$ cat config.mk
export PLATFORM = sky130hd
export DESIGN_NAME = eight_step_gate_cv_sequencer
export DESIGN_NICKNAME = d
export VERILOG_FILES = /design/src/rtl/esgcv_pkg.sv /design/src/rtl/esgcv_cfg.sv /design/src/rtl/esgcv_core.sv /design/src/rtl/eight_step_gate_cv_sequencer.sv
export SDC_FILE = /design/constraint.sdc
export NUM_CORES = 1
export LEC_CHECK = 0
export BUFFER_PORTS_ARGS = -buffer_cell sky130_fd_sc_hd__buf_4
export CORE_MARGIN = 3
export CORE_UTILIZATION = 60
export CTS_CLUSTER_DIAMETER = 100
export CTS_CLUSTER_SIZE = 28
export DETAILED_ROUTE_END_ITERATION = 10
export HOLD_SLACK_MARGIN = 0.06
export PLACE_DENSITY = 0.92
export SKIP_CTS_REPAIR_TIMING = 1
export SYNTH_ARGS = -nofsm -noshare
export SYNTH_HDL_FRONTEND = slang
export SYNTH_HIERARCHICAL = 1
export SYNTH_SLANG_ARGS = --single-unit
$ cat constraint.sdc
create_clock -name clk_i -period 15.4 [get_ports clk_i]
set_input_delay 1.54 -clock clk_i [delete_from_list [all_inputs] [get_ports clk_i]]
set_output_delay 1.54 -clock clk_i [all_outputs]
set_load 0.005 [all_outputs]
$ cat src/rtl/esgcv_pkg.sv
package esgcv_pkg;

  localparam int unsigned CFG_DATA_W = 64;
  localparam int unsigned CFG_IDX_W  = 3;

  // configuration register indexes
  typedef enum logic [CFG_IDX_W-1:0] {
    CFG_GATE_MODE      = 3'd0,
    CFG_ROW_ONE        = 3'd1,
    CFG_ROW_TWO        = 3'd2,
    CFG_ROW_THREE      = 3'd3,
    CFG_PULSE_TICKS    = 3'd4,
    CFG_TRIGGER_HIGH   = 3'd5,
    CFG_TRIGGER_LOW    = 3'd6
  } cfg_idx_e;

  // gate mode codes; any other code acts as continuous
  localparam logic [1:0] GATE_TRIGGER    = 2'd0;
  localparam logic [1:0] GATE_RETRIGGER  = 2'd1;
  localparam logic [1:0] GATE_CONTINUOUS = 2'd2;

  localparam logic [1:0]         GATE_MODE_RST    = GATE_TRIGGER;
  localparam logic [15:0]        PULSE_TICKS_RST  = 16'd44;
  localparam logic signed [11:0] TRIGGER_HIGH_RST = 12'sd205;
  localparam logic signed [11:0] TRIGGER_LOW_RST  = 12'sd0;

  typedef struct packed {
    logic [1:0]         gate_mode;
    logic [63:0]        row_one_levels;
    logic [63:0]        row_two_levels;
    logic [63:0]        row_three_levels;
    logic [15:0]        pulse_ticks;
    logic signed [11:0] trigger_high;
    logic signed [11:0] trigger_low;
  } cfg_t;

  typedef struct packed {
    logic               run_button;
    logic signed [11:0] start_level;
    logic signed [11:0] stop_level;
    logic               ext_clock_present;
    logic signed [11:0] ext_clock_level;
    logic [23:0]        phase_increment;
    logic signed [11:0] reset_level;
    logic [3:0]         steps_requested;
    logic [7:0]         gate_buttons;
  } in_item_t;

  typedef struct packed {
    logic       clock_pulse;
    logic       step_gate_active;
    logic [7:0] gate_lines;
    logic [2:0] current_step;
    logic [7:0] row_one_out;
    logic [7:0] row_two_out;
    logic [7:0] row_three_out;
    logic       is_running;
    logic [7:0] gate_enable_bits;
  } res_t;

  // Hysteresis detector: returns {next high state, fired}
  function automatic logic [1:0] schmitt(logic hi, logic signed [11:0] x,
                                         logic signed [11:0] th,
                                         logic signed [11:0] tl);
    logic [1:0] r;
    r = {hi, 1'b0};
    if (!hi) begin
      if (x >= th) r = 2'b11;
    end else if (x <= tl) begin
      r = 2'b00;
    end
    return r;
  endfunction

endpackage

$ cat src/rtl/esgcv_cfg.sv
module esgcv_cfg
  import esgcv_pkg::*;
(
  input  logic                  clk_i,
  input  logic                  rst_ni,
  input  logic                  cfg_we_i,
  input  logic [CFG_IDX_W-1:0]  cfg_idx_i,
  input  logic [CFG_DATA_W-1:0] cfg_wdata_i,
  output cfg_t                  cfg_o
);

  cfg_t cfg_q;

  always_ff @(posedge clk_i or negedge rst_ni) begin
    if (!rst_ni) begin
      cfg_q.gate_mode        <= GATE_MODE_RST;
      cfg_q.row_one_levels   <= '0;
      cfg_q.row_two_levels   <= '0;
      cfg_q.row_three_levels <= '0;
      cfg_q.pulse_ticks      <= PULSE_TICKS_RST;
      cfg_q.trigger_high     <= TRIGGER_HIGH_RST;
      cfg_q.trigger_low      <= TRIGGER_LOW_RST;
    end else if (cfg_we_i) begin
      unique case (cfg_idx_i)
        CFG_GATE_MODE:    cfg_q.gate_mode        <= cfg_wdata_i[1:0];
        CFG_ROW_ONE:      cfg_q.row_one_levels   <= cfg_wdata_i;
        CFG_ROW_TWO:      cfg_q.row_two_levels   <= cfg_wdata_i;
        CFG_ROW_THREE:    cfg_q.row_three_levels <= cfg_wdata_i;
        CFG_PULSE_TICKS:  cfg_q.pulse_ticks      <= cfg_wdata_i[15:0];
        CFG_TRIGGER_HIGH: cfg_q.trigger_high     <= cfg_wdata_i[11:0];
        CFG_TRIGGER_LOW:  cfg_q.trigger_low      <= cfg_wdata_i[11:0];
        default: ;
      endcase
    end
  end

  assign cfg_o = cfg_q;

endmodule

$ cat src/rtl/esgcv_core.sv
module esgcv_core
  import esgcv_pkg::*;
#(
  parameter int unsigned NUM_STEPS  = 8,
  parameter int unsigned PHASE_BITS = 24,
  parameter int unsigned LEVEL_BITS = 8
) (
  input  logic     clk_i,
  input  logic     rst_ni,
  input  logic     take_i,
  input  in_item_t item_i,
  input  cfg_t     cfg_i,
  output res_t     res_o
);

  localparam int unsigned IDX_W = $clog2(NUM_STEPS);
  localparam int unsigned CNT_W = $clog2(NUM_STEPS + 1);
  localparam logic [63:0] LVL_MASK = (64'd1 << LEVEL_BITS) - 64'd1;

  logic                  running_q, running_d;
  logic [PHASE_BITS-1:0] phase_q, phase_d;
  logic [IDX_W-1:0]      step_q, step_d;
  logic [7:0]            gate_en_q, gate_en_d;
  logic [15:0]           pulse_cnt_q, pulse_cnt_d;
  logic                  run_det_q, run_det_d;
  logic                  rst_det_q, rst_det_d;
  logic                  clk_det_q, clk_det_d;
  logic [7:0]            gate_det_q, gate_det_d;

  logic [PHASE_BITS-1:0] inc;
  logic [PHASE_BITS:0]   phase_sum;
  logic [1:0]            clk_sch, rst_sch;
  logic                  clk_adv, advance, pulse, gate_on;
  logic [4:0]            req;
  logic [CNT_W-1:0]      nsteps, step_inc;
  logic [15:0]           pulse_cnt;
  logic [2:0]            step_lo;
  res_t                  res_d, res_q;

  function automatic logic [7:0] level_of(logic [63:0] r, logic [IDX_W-1:0] idx);
    int unsigned sh;
    logic [63:0] t;
    sh = 32'(idx) * LEVEL_BITS;
    t  = r >> sh;
    if (sh >= 32'd64) return 8'd0;
    return 8'(t & LVL_MASK);
  endfunction

  // Scale the 0.24 increment to the accumulator width
  if (PHASE_BITS >= 24) begin : g_inc_up
    assign inc = PHASE_BITS'(item_i.phase_increment) << (PHASE_BITS - 24);
  end else begin : g_inc_dn
    assign inc = PHASE_BITS'(item_i.phase_increment >> (24 - PHASE_BITS));
  end

  assign phase_sum = {1'b0, phase_q} + {1'b0, inc};
  assign clk_sch   = schmitt(clk_det_q, item_i.ext_clock_level,
                             cfg_i.trigger_high, cfg_i.trigger_low);
  assign rst_sch   = schmitt(rst_det_q, item_i.reset_level,
                             cfg_i.trigger_high, cfg_i.trigger_low);
  assign req       = {1'b0, item_i.steps_requested};
  assign step_inc  = CNT_W'(step_q) + CNT_W'(1);

  always_comb begin
    // run control: toggle, then start, then stop
    run_det_d = item_i.run_button;
    running_d = running_q ^ (item_i.run_button & ~run_det_q);
    if (item_i.start_level > 12'sd0) running_d = 1'b1;
    if (item_i.stop_level > 12'sd0)  running_d = 1'b0;

    // clock source
    clk_adv   = 1'b0;
    phase_d   = phase_q;
    clk_det_d = clk_det_q;
    if (running_d) begin
      if (item_i.ext_clock_present) begin
        clk_det_d = clk_sch[1];
        if (clk_sch[0]) begin
          phase_d = '0;
          clk_adv = 1'b1;
        end
      end else begin
        phase_d = phase_sum[PHASE_BITS-1:0];
        clk_adv = phase_sum[PHASE_BITS];
      end
    end

    // step advance with clamped count
    if (req == 5'd0)                nsteps = CNT_W'(1);
    else if (req > 5'(NUM_STEPS))   nsteps = CNT_W'(NUM_STEPS);
    else                            nsteps = CNT_W'(req);
    step_d = step_q;
    if (clk_adv) step_d = (step_inc >= nsteps) ? '0 : IDX_W'(step_inc);

    // reset edge overrides the advance
    advance   = clk_adv;
    rst_det_d = rst_sch[1];
    if (rst_sch[0]) begin
      phase_d = '0;
      step_d  = '0;
      advance = 1'b1;
    end

    pulse_cnt   = advance ? cfg_i.pulse_ticks : pulse_cnt_q;
    pulse       = (pulse_cnt != 16'd0);
    pulse_cnt_d = pulse ? pulse_cnt - 16'd1 : 16'd0;

    gate_det_d = item_i.gate_buttons;
    gate_en_d  = gate_en_q ^ (item_i.gate_buttons & ~gate_det_q);

    step_lo = 3'(step_d);
    gate_on = running_d && (32'(step_d) < 32'd8) && gate_en_d[step_lo];
    case (cfg_i.gate_mode)
      GATE_TRIGGER:   gate_on = gate_on & pulse;
      GATE_RETRIGGER: gate_on = gate_on & ~pulse;
      default: ;
    endcase

    res_d.clock_pulse      = clk_adv;
    res_d.step_gate_active = gate_on;
    res_d.gate_lines       = gate_on ? (8'd1 << step_lo) : 8'd0;
    res_d.current_step     = step_lo;
    res_d.row_one_out      = level_of(cfg_i.row_one_levels, step_d);
    res_d.row_two_out      = level_of(cfg_i.row_two_levels, step_d);
    res_d.row_three_out    = level_of(cfg_i.row_three_levels, step_d);
    res_d.is_running       = running_d;
    res_d.gate_enable_bits = gate_en_d;
  end

  always_ff @(posedge clk_i or negedge rst_ni) begin
    if (!rst_ni) begin
      running_q   <= 1'b1;
      phase_q     <= '0;
      step_q      <= '0;
      gate_en_q   <= '0;
      pulse_cnt_q <= '0;
      run_det_q   <= 1'b0;
      rst_det_q   <= 1'b0;
      clk_det_q   <= 1'b0;
      gate_det_q  <= '0;
    end else if (take_i) begin
      running_q   <= running_d;
      phase_q     <= phase_d;
      step_q      <= step_d;
      gate_en_q   <= gate_en_d;
      pulse_cnt_q <= pulse_cnt_d;
      run_det_q   <= run_det_d;
      rst_det_q   <= rst_det_d;
      clk_det_q   <= clk_det_d;
      gate_det_q  <= gate_det_d;
    end
  end

  always_ff @(posedge clk_i) begin
    if (take_i) res_q <= res_d;
  end

  assign res_o = res_q;

endmodule

$ cat src/rtl/eight_step_gate_cv_sequencer.sv
// Eight-step gate and CV sequencer. Feed one item per sample tick; each
// item yields exactly one result item carrying the current step, its three
// row levels, the filtered step gate, the one-hot gate lines, the run flag
// and the stored gate enables. An item passes an input register, one
// combinational pass over the sequencer state, and a result register; the
// rate is one item per clock while the result side does not stall, set by
// that single pass. A stall on the result side holds the result register
// and, while it holds an item, the input register. Configuration registers
// are written through a plain write port (no read-back); the user must
// write them only while the block is idle; the block does not enforce it.
// After reset the sequence runs at step 0 with all gate enables off, gate
// mode trigger, a 44-tick pulse and detector thresholds 205 high, 0 low.
module eight_step_gate_cv_sequencer
  import esgcv_pkg::*;
#(
  parameter int unsigned NUM_STEPS  = 8,
  parameter int unsigned PHASE_BITS = 24,
  parameter int unsigned LEVEL_BITS = 8
) (
  input  logic                  clk_i,
  input  logic                  rst_ni,
  // configuration write port
  input  logic                  cfg_we_i,
  input  logic [CFG_IDX_W-1:0]  cfg_idx_i,
  input  logic [CFG_DATA_W-1:0] cfg_wdata_i,
  // input channel
  input  logic                  in_valid_i,
  output logic                  in_stall_o,
  input  logic                  run_button_i,
  input  logic signed [11:0]    start_level_i,
  input  logic signed [11:0]    stop_level_i,
  input  logic                  ext_clock_present_i,
  input  logic signed [11:0]    ext_clock_level_i,
  input  logic [23:0]           phase_increment_i,
  input  logic signed [11:0]    reset_level_i,
  input  logic [3:0]            steps_requested_i,
  input  logic [7:0]            gate_buttons_i,
  // result channel
  output logic                  out_valid_o,
  input  logic                  out_stall_i,
  output logic                  clock_pulse_o,
  output logic                  step_gate_active_o,
  output logic [7:0]            gate_lines_o,
  output logic [2:0]            current_step_o,
  output logic [7:0]            row_one_out_o,
  output logic [7:0]            row_two_out_o,
  output logic [7:0]            row_three_out_o,
  output logic                  is_running_o,
  output logic [7:0]            gate_enable_bits_o
);

  cfg_t     cfg;
  in_item_t item_q;
  res_t     res;
  logic     in_valid_q;
  logic     out_valid_q, out_valid_d;
  logic     res_ready;
  logic     take;

  esgcv_cfg u_cfg (
    .clk_i       (clk_i),
    .rst_ni      (rst_ni),
    .cfg_we_i    (cfg_we_i),
    .cfg_idx_i   (cfg_idx_i),
    .cfg_wdata_i (cfg_wdata_i),
    .cfg_o       (cfg)
  );

  // Result register is free when empty or being drained this cycle
  assign res_ready  = ~out_valid_q | ~out_stall_i;
  // Move the held item through the sequencer pass into the result register
  assign take       = in_valid_q & res_ready;
  // Hold the input register while its item cannot move on
  assign in_stall_o = in_valid_q & ~take;

  always_ff @(posedge clk_i or negedge rst_ni) begin
    if (!rst_ni) begin
      in_valid_q <= 1'b0;
    end else if (!in_stall_o) begin
      in_valid_q <= in_valid_i;
    end
  end

  // Capture the item payload only on acceptance
  always_ff @(posedge clk_i) begin
    if (in_valid_i && !in_stall_o) begin
      item_q.run_button        <= run_button_i;
      item_q.start_level       <= start_level_i;
      item_q.stop_level        <= stop_level_i;
      item_q.ext_clock_present <= ext_clock_present_i;
      item_q.ext_clock_level   <= ext_clock_level_i;
      item_q.phase_increment   <= phase_increment_i;
      item_q.reset_level       <= reset_level_i;
      item_q.steps_requested   <= steps_requested_i;
      item_q.gate_buttons      <= gate_buttons_i;
    end
  end

  esgcv_core #(
    .NUM_STEPS  (NUM_STEPS),
    .PHASE_BITS (PHASE_BITS),
    .LEVEL_BITS (LEVEL_BITS)
  ) u_core (
    .clk_i  (clk_i),
    .rst_ni (rst_ni),
    .take_i (take),
    .item_i (item_q),
    .cfg_i  (cfg),
    .res_o  (res)
  );

  // Result valid: set on a new result, drop once taken downstream
  always_comb begin
    out_valid_d = out_valid_q;
    if (take)              out_valid_d = 1'b1;
    else if (!out_stall_i) out_valid_d = 1'b0;
  end

  always_ff @(posedge clk_i or negedge rst_ni) begin
    if (!rst_ni) begin
      out_valid_q <= 1'b0;
    end else begin
      out_valid_q <= out_valid_d;
    end
  end

  assign out_valid_o        = out_valid_q;
  assign clock_pulse_o      = res.clock_pulse;
  assign step_gate_active_o = res.step_gate_active;
  assign gate_lines_o       = res.gate_lines;
  assign current_step_o     = res.current_step;
  assign row_one_out_o      = res.row_one_out;
  assign row_two_out_o      = res.row_two_out;
  assign row_three_out_o    = res.row_three_out;
  assign is_running_o       = res.is_running;
  assign gate_enable_bits_o = res.gate_enable_bits;

endmodule

==> summary.txt <==
period utilisation layout: 28.6%
register area share after synthesis: 55.1%
fill count: 2329
fin crit period: 4.41 ns
CTS tree: yes
Leak Pwr: 9.88 nW
placed inst area: 0.0225 mm2
total number of vias: 13686
CP Max Fanout: 52
register area: 0.0115 mm2
clk_lat worst skew: 0.55 ns
Inserted Clock Buffers: 19
Hold Path Class: reg2reg
vias in the first global route: 13944
row count: 67
CTS sink count: 431
Fin Setup TNS: 0 ns
die width: 192 um
first-pass GRT wire length: 77700 um
layout cells sized above 1: 31.5%
fin util: 68.0%
Netlist cell types: 86
Die Y: 192 um
Antenna Cells: 0
Fmax: 227 MHz
commonest non-fill, non-tap cell in the layout: dfrtp_1
DRC: 0
Post-Synthesis Net Count: 1756
maximum vdd drop: 0.000129 V
Initial Util: 61.4%
Max Clock Skew: 0.0368 ns
ys async rst share: 69.4%
max cap viols: 0
maximum clock path buffer count: 3
element type at the critical path start: flip-flop
Tightest Pin Transition: 1.10 ns
Final setup viols: 0
RSZ-0062 raised after global routing: no
Post-Syn Area: 0.0208 mm2
Ys Warns: 6
detailed-route vias per instance: 6.36
CP Capture Type: flip-flop
Hold WS: 0.499 ns
initial DRC count: 1705
Relative slew margins: 26.5%
GP Congestion: 0.949
multi-input logic area: 0.00861 mm2
Clock Root Buffer: clkbuf_16
Final Hold Viols: 0
status: finished clean
#FFs+latches synth: 431
Routed Antenna Nets: 0
Pins Over Slew Limit: 0
Nets: 1926
synthesized area per cell: 13.7 um2
initial antenna violation count: 3
H-tree level count: 1
post-DP HPWL: 34500 um
P per Cell Area: 147 mW/mm2
critical setup path kind: reg2reg
GRT Util Overall: 26.9%
Req. time, crit path: 15.71 ns
grt total ovfl: 0
drt pass-1 iters: 9
count of input and output buffers: 205
Post-Route WL: 50100 um
arrival time at the worst endpoint: 4.71 ns
Setup WS pre-CTS: 11.07 ns
most common flop cell mapped by yosys: dfrtp_1
commonest non-fill, non-tap cells in the layout: 290 x dfrtp_1, 217 x buf_4, 132 x edfxtp_1
final setup margin: 10.99 ns
drt wl/cell: 23.3 um
largest net degree at the start of global routing: 181
area grow syn2layout: 10.9%
finished layout cell area: 0.0230 mm2
io pins: 206
Die ar.: 0.0369 mm2
EDFF count, synth: 132
core area: 0.0339 mm2
clk slew on worst S/H paths: 0.11 ns
Post-Syn Instances: 1520
[synthesized netlist by cell type (12+ instances only)]
cell | number | area share [%]
xnor2_1 | 30 | 1.3
dfrtp_1 | 290 | 35
a21oi_1 | 46 | 1.1
mux2_2 | 127 | 6.9
nor2_1 | 32 | 0.58
buf_2 | 17 | 0.41
edfxtp_1 | 132 | 19
o21ai_0 | 61 | 1.5
ha_1 | 77 | 4.6
clkbuf_1 | 25 | 0.45
inv_1 | 54 | 0.98
buf_12 | 12 | 1.2
nand2_1 | 68 | 1.2
mux2i_1 | 14 | 0.67
nor2b_1 | 13 | 0.39
mux2_4 | 131 | 9.5
nand3_1 | 83 | 2.0
nor3_1 | 17 | 0.41
a222oi_1 | 47 | 2.3
mux2_1 | 15 | 0.81
a21o_1 | 14 | 0.51
[metrics by stage]
stage	cells	total power, mW
2_1_floorplan	1520	2.42
6_report	2151	3.39
4_1_cts	2151	3.38
3_5_place_dp	2117	2.78
3_3_place_gp	2117	2.70
5_1_grt	2151	3.56
[registers in the layout, summed over array words and instances, names as in the netlist]
signal / flops
u_core/step_q: 3
u_core/res_o: 46
u_core/run_det_q: 1
u_core/gate_det_q: 8
u_core/pulse_cnt_q: 16
u_core/rst_det_q: 1
u_core/running_q: 1
u_core/gate_en_q: 8
u_cfg/cfg_o: 234
u_core/clk_det_q: 1
u_core/phase_q: 24
out_valid_o: 1
item_q: 86
in_valid_q: 1
[path summary, 6_finish.rpt]
kind,start,cells past startpoint,to,slack (ns)
max in group asynchronous,rst_ni,2,u_cfg/cfg_o[92],12.90
min,u_core/phase_q[14],2,u_core/phase_q[14],0.50
max,u_core/phase_q[0],14,u_core/res_o[28],10.99
max reg2reg,u_core/phase_q[0],14,u_core/res_o[28],10.99
min in group asynchronous,rst_ni,1,u_core/pulse_cnt_q[10],1.06
min reg2reg,u_core/phase_q[14],2,u_core/phase_q[14],0.50
[cells by family after synthesis]
group	count (synthesis)	share of synthesized area, %
flops	431	55.1
simple gates	293	7.66
mux	289	18.0
compound gates	263	9.07
buf+inv	125	3.66
fa+ha+maj	78	4.73
xor+xnor	41	1.73
[routing by layer]
metal	up-vias	GRT usage [%]	part of all wire (%)	wire length (um)
li1	6045	-	-	-
met1	6914	36.9	41	20600
met2	629	44.7	49	24500
met3	92	4.51	7.4	3690
met4	6	7.31	2.7	1340
met5	-	0	0.094	47
[layout make-up]
type	instances	share of cell area [%]
sequential	431	49.7
multi-input combinational	964	37.3
timing repair buffer	219	7.22
tap	448	2.43
clock buffer	31	2.26
inverter	55	0.896
clock inverter	3	0.125
[worst max-delay path, stage by stage, from the launching register on]
cell and delay (ns):
dfrtp_1 0.36, ha_1 0.17, inv_1 0.06, fa_1 0.39
nand2b_1 0.20, a21o_1 0.18, a211o_1 0.30, a211oi_1 0.20
or3_1 0.29, nand2_4 0.18, mux2_2 0.27, buf_4 0.52
inv_1 0.62, nand3_1 0.29, nand3_1 0.11
[report_power, final]
| part | internal [mW] | total [mW] | switching [mW] |
|---|---|---|---|
| Combinational | 0.554 | 1.14 | 0.591 |
| Sequential | 1.46 | 1.65 | 0.193 |
| Clock | 0.240 | 0.590 | 0.351 |
Power figures use the tool's default switching activity.
